File: config.mk
export PLATFORM = sky130hd
export DESIGN_NAME = drive_command_text_parser
export DESIGN_NICKNAME = d
export VERILOG_FILES = /design/src/rtl/dctp_pkg.sv /design/src/rtl/drive_command_text_parser.sv
export SDC_FILE = /design/constraint.sdc
export NUM_CORES = 1
export LEC_CHECK = 0
export BUFFER_PORTS_ARGS = -buffer_cell sky130_fd_sc_hd__buf_2
export CORE_ASPECT_RATIO = 0.7
export CORE_MARGIN = 8
export CORE_UTILIZATION = 25
export CTS_CLUSTER_SIZE = 20
export DETAILED_ROUTE_END_ITERATION = 16
export PLACE_DENSITY = 0.47
export REMOVE_ABC_BUFFERS = 1
export SYNTH_ARGS = -nofsm -noshare
export SYNTH_HDL_FRONTEND = slang
export SYNTH_SLANG_ARGS = --single-unit
File: constraint.sdc
create_clock -name aclk -period 7.2 [get_ports aclk]
set_input_delay 1.8 -clock aclk [delete_from_list [all_inputs] [get_ports aclk]]
set_output_delay 1.8 -clock aclk [all_outputs]
set_load 0.1 [all_outputs]
File: src/rtl/dctp_pkg.sv
package dctp_pkg;

    localparam int unsigned BYTE_W  = 8;
    localparam int unsigned DIR_W   = 2;
    localparam int unsigned MAG_W   = 7;
    localparam int unsigned NUM_CMD = 6;
    // The sixth command byte is used in the cycle it arrives and is never stored.
    localparam int unsigned NUM_CAP = NUM_CMD - 1;
    localparam int unsigned SLOT_W  = 3;
    // Two ASCII digits give hi*10 + lo; the offset removes the '0' bias of both.
    localparam int unsigned SUM_W   = 12;

    localparam logic [BYTE_W-1:0] CH_NUL = 8'h00;
    localparam logic [BYTE_W-1:0] CH_I   = 8'h49;
    localparam logic [BYTE_W-1:0] CH_D   = 8'h44;
    localparam logic [BYTE_W-1:0] CH_N   = 8'h4E;
    localparam logic [BYTE_W-1:0] CH_S   = 8'h53;
    localparam logic [BYTE_W-1:0] CH_W   = 8'h57;
    localparam logic [BYTE_W-1:0] CH_E   = 8'h45;

    localparam logic [SUM_W-1:0] MAG_OFFSET = 12'd528;
    localparam logic [SUM_W-1:0] MAG_TOP    = 12'd628;
    localparam logic [MAG_W:0]   BAD_SUM_A  = 8'd1;
    localparam logic [MAG_W:0]   BAD_SUM_B  = 8'd5;

    localparam logic [DIR_W-1:0] HEADING_NORTH = 2'd0;
    localparam logic [DIR_W-1:0] HEADING_SOUTH = 2'd1;
    localparam logic [DIR_W-1:0] HEADING_WEST  = 2'd2;
    localparam logic [DIR_W-1:0] HEADING_EAST  = 2'd3;

    typedef enum logic [3:0] {
        PH_SEARCH,
        PH_SEEN_I,
        PH_SKIP0,
        PH_SKIP1,
        PH_CAP0,
        PH_CAP1,
        PH_CAP2,
        PH_CAP3,
        PH_CAP4,
        PH_CAP5,
        PH_DONE
    } phase_t;

    typedef struct packed {
        logic             valid;
        logic [DIR_W-1:0] code;
    } dir_t;

    typedef struct packed {
        logic             valid;
        logic [MAG_W-1:0] value;
    } mag_t;

    function automatic dir_t dir_decode(input logic [BYTE_W-1:0] c);
        dir_t d;
        d.valid = 1'b1;
        d.code  = HEADING_NORTH;
        unique case (c)
            CH_N:    d.code = HEADING_NORTH;
            CH_S:    d.code = HEADING_SOUTH;
            CH_W:    d.code = HEADING_WEST;
            CH_E:    d.code = HEADING_EAST;
            default: d.valid = 1'b0;
        endcase
        return d;
    endfunction

    function automatic mag_t mag_decode(input logic [BYTE_W-1:0] hi,
                                        input logic [BYTE_W-1:0] lo);
        logic [SUM_W-1:0] sum;
        logic [SUM_W-1:0] diff;
        mag_t m;
        sum     = SUM_W'({hi, 3'b000}) + SUM_W'({hi, 1'b0}) + SUM_W'(lo);
        diff    = sum - MAG_OFFSET;
        m.valid = (sum >= MAG_OFFSET) && (sum <= MAG_TOP);
        m.value = diff[MAG_W-1:0];
        return m;
    endfunction

endpackage

File: src/rtl/drive_command_text_parser.sv
// Channel | Beat content                                   | Handshake
// s_      | tdata[7:0] in_byte, tlast end_of_message       | s_tvalid / s_tready
// m_      | tuser ok, tdata first/second direction+mag     | m_tvalid / m_tready
//
// One input beat per cycle while s_tready is high; the whole per-byte decision is one pass of logic
// from the incoming beat and the phase register into the output register.
// A result appears on m_ in the cycle after the beat that completes or ends the command.
// Synchronous active-low reset returns the parser to the search for "ID".
// s_tready drops only while a result is held and m_tready is low.
module drive_command_text_parser (
    input  logic        aclk,
    input  logic        aresetn,
    input  logic        s_tvalid,
    output logic        s_tready,
    input  logic [7:0]  s_tdata,   // [7:0] in_byte
    input  logic        s_tlast,   // end_of_message
    output logic        m_tvalid,
    input  logic        m_tready,
    output logic [23:0] m_tdata,   // [1:0] first_direction, [8:2] first_magnitude,
                                   // [10:9] second_direction, [17:11] second_magnitude,
                                   // [23:18] zero
    output logic        m_tuser    // ok
);
    import dctp_pkg::*;

    phase_t              phase_reg, phase_next;
    logic [BYTE_W-1:0]   cap_reg [NUM_CAP];
    logic                out_valid_reg, out_valid_next;
    logic                out_ok_reg, out_ok_next;
    logic [17:0]         out_data_reg, out_data_next;

    logic                s_fire;
    logic                cap_active;
    logic [SLOT_W-1:0]   slot;
    logic                cap_we;
    logic                emit;
    logic [BYTE_W-1:0]   cmd [NUM_CMD];
    dir_t                dir1, dir2;
    mag_t                mag1, mag2;
    logic [MAG_W:0]      mag_total;
    logic                cmd_ok;

    assign s_fire     = s_tvalid && s_tready;
    assign s_tready   = !out_valid_reg || m_tready;
    assign cap_active = (phase_reg >= PH_CAP0) && (phase_reg <= PH_CAP5);
    assign slot       = SLOT_W'(phase_reg - PH_CAP0);

    // Command bytes as seen after this beat: stored bytes, the current byte in
    // its slot, and zero for anything the string never delivered.
    always_comb begin
        for (int i = 0; i < NUM_CAP; i++) begin
            if (cap_active && (SLOT_W'(i) < slot)) begin
                cmd[i] = cap_reg[i];
            end else if (cap_active && (SLOT_W'(i) == slot)) begin
                cmd[i] = s_tdata;
            end else begin
                cmd[i] = CH_NUL;
            end
        end
        cmd[NUM_CMD-1] = (cap_active && (slot == SLOT_W'(NUM_CAP))) ? s_tdata : CH_NUL;
    end

    assign dir1      = dir_decode(cmd[0]);
    assign mag1      = mag_decode(cmd[1], cmd[2]);
    assign dir2      = dir_decode(cmd[3]);
    assign mag2      = mag_decode(cmd[4], cmd[5]);
    assign mag_total = {1'b0, mag1.value} + {1'b0, mag2.value};
    assign cmd_ok    = dir1.valid && mag1.valid && dir2.valid && mag2.valid
                       && (mag_total != BAD_SUM_A) && (mag_total != BAD_SUM_B);

    always_comb begin
        phase_next = phase_reg;
        cap_we     = 1'b0;
        emit       = 1'b0;
        if (phase_reg != PH_DONE) begin
            if (s_tdata == CH_NUL) begin
                emit = 1'b1;
            end else begin
                unique case (phase_reg)
                    PH_SEARCH: begin
                        if (s_tdata == CH_I) phase_next = PH_SEEN_I;
                    end
                    PH_SEEN_I: begin
                        if (s_tdata == CH_D) begin
                            phase_next = PH_SKIP0;
                        end else if (s_tdata != CH_I) begin
                            phase_next = PH_SEARCH;
                        end
                    end
                    PH_SKIP0: phase_next = PH_SKIP1;
                    PH_SKIP1: phase_next = PH_CAP0;
                    PH_CAP0: begin
                        cap_we     = 1'b1;
                        phase_next = PH_CAP1;
                    end
                    PH_CAP1: begin
                        cap_we     = 1'b1;
                        phase_next = PH_CAP2;
                    end
                    PH_CAP2: begin
                        cap_we     = 1'b1;
                        phase_next = PH_CAP3;
                    end
                    PH_CAP3: begin
                        cap_we     = 1'b1;
                        phase_next = PH_CAP4;
                    end
                    PH_CAP4: begin
                        cap_we     = 1'b1;
                        phase_next = PH_CAP5;
                    end
                    PH_CAP5: emit = 1'b1;
                    default: phase_next = PH_SEARCH;
                endcase
            end
            if (s_tlast) emit = 1'b1;
        end
        if (emit) phase_next = PH_DONE;
        if (s_tlast) phase_next = PH_SEARCH;
    end

    always_comb begin
        out_valid_next = out_valid_reg && !m_tready;
        out_ok_next    = out_ok_reg;
        out_data_next  = out_data_reg;
        if (s_fire && emit) begin
            out_valid_next = 1'b1;
            out_ok_next    = cmd_ok;
            out_data_next  = cmd_ok ? {mag2.value, dir2.code, mag1.value, dir1.code} : '0;
        end
    end

    always_ff @(posedge aclk) begin
        if (!aresetn) begin
            phase_reg     <= PH_SEARCH;
            out_valid_reg <= 1'b0;
        end else begin
            out_valid_reg <= out_valid_next;
            if (s_fire) phase_reg <= phase_next;
        end
    end

    always_ff @(posedge aclk) begin
        out_ok_reg   <= out_ok_next;
        out_data_reg <= out_data_next;
        if (s_fire && cap_we) cap_reg[slot] <= s_tdata;
    end

    assign m_tvalid = out_valid_reg;
    assign m_tuser  = out_ok_reg;
    assign m_tdata  = {6'd0, out_data_reg};

`ifndef SYNTH
    // A rejected command carries no direction or magnitude.
    a_reject_zero: assert property (@(posedge aclk) disable iff (!aresetn)
        (m_tvalid && !m_tuser) |-> (m_tdata == 24'd0))
        else $error("rejected result carries nonzero payload");

    // An accepted command never reports a magnitude above one hundred.
    a_mag_range: assert property (@(posedge aclk) disable iff (!aresetn)
        (m_tvalid && m_tuser) |-> ((m_tdata[8:2] <= 7'd100) && (m_tdata[17:11] <= 7'd100)))
        else $error("magnitude out of range");

    // After a result inside a message, the rest of that message is ignored.
    a_done_after_emit: assert property (@(posedge aclk) disable iff (!aresetn)
        (s_fire && emit && !s_tlast) |=> (phase_reg == PH_DONE))
        else $error("parser did not close the message after its result");

    // The last beat of a message always restarts the search.
    a_restart: assert property (@(posedge aclk) disable iff (!aresetn)
        (s_fire && s_tlast) |=> (phase_reg == PH_SEARCH))
        else $error("parser did not restart after end of message");

    // Every message end yields a result unless one was already given.
    a_result_per_message: assert property (@(posedge aclk) disable iff (!aresetn)
        (s_fire && s_tlast && (phase_reg != PH_DONE)) |=> m_tvalid)
        else $error("message ended without a result");
`endif

endmodule

==> impl_table.tex <==
\begin{tabular}{lr}
\hline
Metric & Value \\
\hline
\multicolumn{2}{l}{\textbf{Outcome}} \\
\quad Outcome & finished clean \\
\multicolumn{2}{l}{\textbf{Clocking}} \\
\quad CTS Buffer Depth & 2 \\
\quad CTS clock-pin slew for the worst setup and hold paths & around 0.060 ns \\
\quad Clock sink count & 64 \\
\quad H-tree levels & 3 \\
\quad Number of buffers inserted during clock tree synthesis & 9 \\
\quad Clock Latency Late Sink & around 0.35 ns \\
\quad Post-cts repair resize count & 0 \\
\quad Buffer count from post-CTS setup fixing & 0 \\
\quad TritonCTS clock tree & done \\
\quad Hold bufs inserted after CTS & 0 \\
\quad CTS root buf & sky130\_fd\_sc\_hd\_\_clkbuf\_16 \\
\multicolumn{2}{l}{\textbf{Final layout}} \\
\quad Fill count & between 1,500 and 2,000 \\
\quad Diodes inserted & 0 \\
\quad Share of final-layout standard cells stronger than drive strength 1 & between 15 and 20\% \\
\quad Final net count & about 560 \\
\quad Max reg flops & 40 \\
\quad Area grow syn2layout & 14.5\% \\
\quad Non-filler cells, final & $\sim$750 \\
\multicolumn{2}{l}{\textbf{Setup path}} \\
\quad Reg-to-reg critical path startpoint & phase\_reg[1] \\
\quad Worst setup path endpoint & out\_data\_reg[4] \\
\quad Crit Path Class & primary input to flop \\
\quad Data required time of the critical path & about 7.3 ns \\
\quad Critical path launch point type & primary input \\
\quad Crit path launch & s\_tdata[2] \\
\quad Worst flop-to-flop path endpoint & out\_data\_reg[4] \\
\quad Critical path arrival & around 6.6 ns \\
\quad Worst Path Max Fanout & 14 \\
\quad Worst-case reg-to-reg path depth & 18 \\
\quad CP endpoint kind & flop \\
\quad Reg2Reg Setup Slack & about 0.87 ns \\
\multicolumn{2}{l}{\textbf{Synth}} \\
\quad Register bit total from synthesis & 64 \\
\quad Distinct cell type count after synthesis & 65 \\
\quad Post-synthesis instance area & 4740 um2 \\
\quad Total number of yosys warnings & 0 \\
\quad Top FF cell, synth & sky130\_fd\_sc\_hd\_\_edfxtp\_1 \\
\quad Sequential fraction of the synthesis area & a little under 40\% \\
\quad Mean Syn Cell Area & 10.1 um2 \\
\quad Number of synthesized flops with an enable pin & roughly 60 \\
\quad Instance count of the mapped netlist & 470 \\
\quad Share of synthesized flip-flops with an asynchronous set or reset & 0\% \\
\multicolumn{2}{l}{\textbf{Power and ir drop}} \\
\quad Clock power frac & approximately 42\% \\
\quad Total Power Consumption & between 0.9 and 1 mW \\
\quad Pleak & roughly 2.2 nW \\
\quad Net load switching power & roughly 0.27 mW \\
\quad Fraction of power consumed by combinational cells & 13.8\% \\
\quad Power density cells & about 170 nW/um2 \\
\quad Power share of the sequential group & between 40\% and 50\% \\
\quad Internal power contribution & 0.675 mW \\
\quad Share of total power consumed by net switching & roughly 28\% \\
\quad Maximum vdd drop & approximately 110 uV \\
\multicolumn{2}{l}{\textbf{Timing}} \\
\quad Total negative setup slack & 0 ns \\
\quad Slew at the pin with the worst max-slew slack & $\sim$1.2 ns \\
\quad Setup repair after global routing missed its margin & no \\
\quad Max Transition Viols Final & 0 \\
\quad Final setup skew & 0.00620 ns \\
\quad Portion of the clock cycle consumed by the worst path in the final layout & roughly 91\% \\
\quad Number of endpoints with negative hold slack in the final report & 0 \\
\quad Time the worst path needs with I/O delays and setup & between 6 and 7 ns \\
\quad Worst slew margin relative to its limit & 22.5\% \\
\quad Maximum achievable frequency & 0.152 GHz \\
\quad Setup-violating endpoint count in the final report & 0 \\
\quad Post-route worst setup slack & around 0.63 ns \\
\quad Worst hold slack & approximately 0.57 ns \\
\multicolumn{2}{l}{\textbf{GRT}} \\
\quad Global-route wire length before repair & between 20 and 25 mm \\
\quad Number of antenna violations at the first check in global routing & 0 \\
\quad Fraction of met2 tracks used by global routing & 16.4\% \\
\quad Number of global-route vias before repair & 3,754 \\
\quad GR met1 Demand/Resource & roughly 16\% \\
\quad Met3 track utilization from global routing & 3.28\% \\
\quad GRT Resource Usage Total & 11.3\% \\
\quad Pin count of the biggest net entering global routing & 28 \\
\quad Total congestion overflow after global routing & 0 \\
\quad Most Crowded Layer GR & met2 \\
\multicolumn{2}{l}{\textbf{Place}} \\
\quad Worst slack after detailed placement & 0.350 ns \\
\quad GPL Wtd Cong & about 0.84 \\
\quad Count of port buffers added during placement & 33 \\
\quad Post-Place Cells & around 730 \\
\quad Half-perimeter wire length after detailed placement & 9.77 mm \\
\multicolumn{2}{l}{\textbf{Floorplanning}} \\
\quad Die Width & approximately 180 um \\
\quad Core region area & between 15,000 and 20,000 um2 \\
\quad Height of the chip & between 100 and 150 um \\
\quad Number of cell rows & 42 \\
\quad Initial Utilization & 25.2\% \\
\quad Ports & 40 \\
\quad Die area & around 24,000 um2 \\
\multicolumn{2}{l}{\textbf{Drt}} \\
\quad Detailed-route vias per instance & 4.88 \\
\quad DRC marker count from the first detailed-route iteration & roughly 210 \\
\quad DR pass1 iterations & 5 \\
\quad Residual antenna-violating net count after detailed routing & 0 \\
\quad Routed wire length per instance & 17.2 um \\
\quad DRC errors left & 0 \\
\quad Drt total wl & around 13 mm \\
\quad Via count & approximately 3,700 \\
\multicolumn{2}{l}{\textbf{Flow run}} \\
\quad Max-cap violations & 0 \\
\multicolumn{2}{l}{\textbf{Min path}} \\
\quad Hold Path Class & flop to flop \\
\hline
\end{tabular}
## critical path, stage by stage
cell and delay (ns):
sky130_fd_sc_hd__buf_2 0.31, sky130_fd_sc_hd__mux2_2 0.22, sky130_fd_sc_hd__and2_1 0.18, sky130_fd_sc_hd__inv_1 0.07
sky130_fd_sc_hd__fa_1 0.47, sky130_fd_sc_hd__inv_1 0.07, sky130_fd_sc_hd__fa_1 0.45, sky130_fd_sc_hd__xor2_1 0.42
sky130_fd_sc_hd__inv_1 0.18, sky130_fd_sc_hd__ha_1 0.26, sky130_fd_sc_hd__xor2_1 0.24, sky130_fd_sc_hd__ha_1 0.27
sky130_fd_sc_hd__or4_1 0.40, sky130_fd_sc_hd__nor4_1 0.28, sky130_fd_sc_hd__a211oi_1 0.12, sky130_fd_sc_hd__nand4_1 0.10
sky130_fd_sc_hd__or4_1 0.39, sky130_fd_sc_hd__buf_4 0.29, sky130_fd_sc_hd__nor3_1 0.07
## power groups by stage
stage	registers (mW)	clock network (mW)	logic (mW)
global route	0.414	0.420	0.142
floorplan	0.443	0	0.0681
global placement	0.421	0	0.128
detailed placement	0.421	0	0.129
finish	0.414	0.398	0.129
CTS	0.414	0.407	0.130
## cell families (layout without fill, tap and decap cells)
| kind of cell | after synthesis | after routing | share of synthesized area (%) |
|---|---|---|---|
| and+or+nand+nor | 152 | 152 | 18.3 |
| AOI/OAI and AO/OA | 107 | 107 | 16.0 |
| buffers and inverters | 73 | 104 | 6.61 |
| DFF | 64 | 64 | 39.5 |
| adders and majority gates | 48 | 48 | 14.4 |
| xor gates and xnor gates | 15 | 15 | 2.77 |
| muxes | 10 | 10 | 2.33 |
| other | 1 | 6 | 0.0792 |
## final cells by class
type                       instances  area [um2]  area share (%)
sequential                        64        1870            34.5
timing repair buffer              43         240            4.43
clock buffer                      12         236            4.36
tap                              242         303            5.59
inverter                          45         169            3.12
clock inverter                     4        21.3           0.392
multi-input combinational        338        2580            47.6
## per-stage QoR
step | instance area (um2) | util, %
detailed placement | 5160 | 27.5
global route | 5420 | 28.9
finish | 5420 | 28.9
global placement | 5160 | 27.5
floorplan | 4610 | -
CTS | 5420 | 28.9
## worst min-delay path by stage
stage	startpoint	to	slack (ns)	cells past startpoint
6_report	m_tvalid	m_tvalid	0.57	2
5_1_grt	m_tvalid	m_tvalid	0.61	2
4_1_cts	m_tvalid	m_tvalid	0.58	2
3_5_place_dp	m_tvalid	m_tvalid	0.57	2
3_3_place_gp	m_tvalid	m_tvalid	0.56	2
2_1_floorplan	phase_reg[3]	phase_reg[3]	0.55	2
## cells in the mapped netlist (3+ instances only)
master / number / share of area, %
sky130_fd_sc_hd__edfxtp_1: 59 / 37
sky130_fd_sc_hd__inv_1: 45 / 3.6
sky130_fd_sc_hd__ha_1: 37 / 9.8
sky130_fd_sc_hd__nand2_1: 32 / 2.5
sky130_fd_sc_hd__nor2_1: 31 / 2.5
sky130_fd_sc_hd__a22oi_1: 23 / 3.6
sky130_fd_sc_hd__a21oi_1: 17 / 1.8
sky130_fd_sc_hd__o21ai_0: 15 / 1.6
sky130_fd_sc_hd__clkbuf_1: 14 / 1.1
sky130_fd_sc_hd__a21o_1: 11 / 1.7
sky130_fd_sc_hd__fa_1: 11 / 4.6
sky130_fd_sc_hd__and2_1: 9 / 1.2
sky130_fd_sc_hd__nor3_1: 9 / 0.95
sky130_fd_sc_hd__nor3_2: 9 / 1.9
sky130_fd_sc_hd__xnor2_1: 9 / 1.7
sky130_fd_sc_hd__mux2_2: 8 / 1.9
sky130_fd_sc_hd__nand2b_1: 8 / 1.1
sky130_fd_sc_hd__nand3_1: 8 / 0.85
sky130_fd_sc_hd__nand4_1: 8 / 1.1
sky130_fd_sc_hd__buf_4: 7 / 1.1
sky130_fd_sc_hd__a22o_1: 6 / 1.1
sky130_fd_sc_hd__nor2b_1: 6 / 0.79
sky130_fd_sc_hd__nor3b_1: 6 / 0.95
sky130_fd_sc_hd__xor2_1: 6 / 1.1
sky130_fd_sc_hd__dfxtp_1: 5 / 2.1
sky130_fd_sc_hd__buf_2: 4 / 0.42
sky130_fd_sc_hd__nor4_1: 4 / 0.53
sky130_fd_sc_hd__o22ai_1: 4 / 0.53
sky130_fd_sc_hd__a21boi_0: 3 / 0.48
sky130_fd_sc_hd__and3_1: 3 / 0.40
sky130_fd_sc_hd__o211ai_1: 3 / 0.48
sky130_fd_sc_hd__o21bai_1: 3 / 0.48
sky130_fd_sc_hd__o2bb2ai_1: 3 / 0.55
## cells in the final DEF (no fill, tap or decap), types with 11 or more instances in the layout
cell                        n
sky130_fd_sc_hd__nand2_1   32
sky130_fd_sc_hd__nor2_1    31
sky130_fd_sc_hd__inv_1     45
sky130_fd_sc_hd__ha_1      37
sky130_fd_sc_hd__edfxtp_1  59
sky130_fd_sc_hd__a21o_1    11
sky130_fd_sc_hd__fa_1      11
sky130_fd_sc_hd__o21ai_0   15
sky130_fd_sc_hd__a22oi_1   23
sky130_fd_sc_hd__a21oi_1   16
sky130_fd_sc_hd__buf_2     33
## metal layers
| layer | vias to the layer above | routed length, um | share of wire, % |
|---|---|---|---|
| met1 | 1759 | 6470 | 50 |
| met2 | 99 | 5440 | 42 |
| met3 | 15 | 747 | 5.8 |
| met5 | - | 0 | 0 |
| met4 | 0 | 177 | 1.4 |
| li1 | 1777 | - | - |
Note: power is estimated with default switching activity, not from simulation.
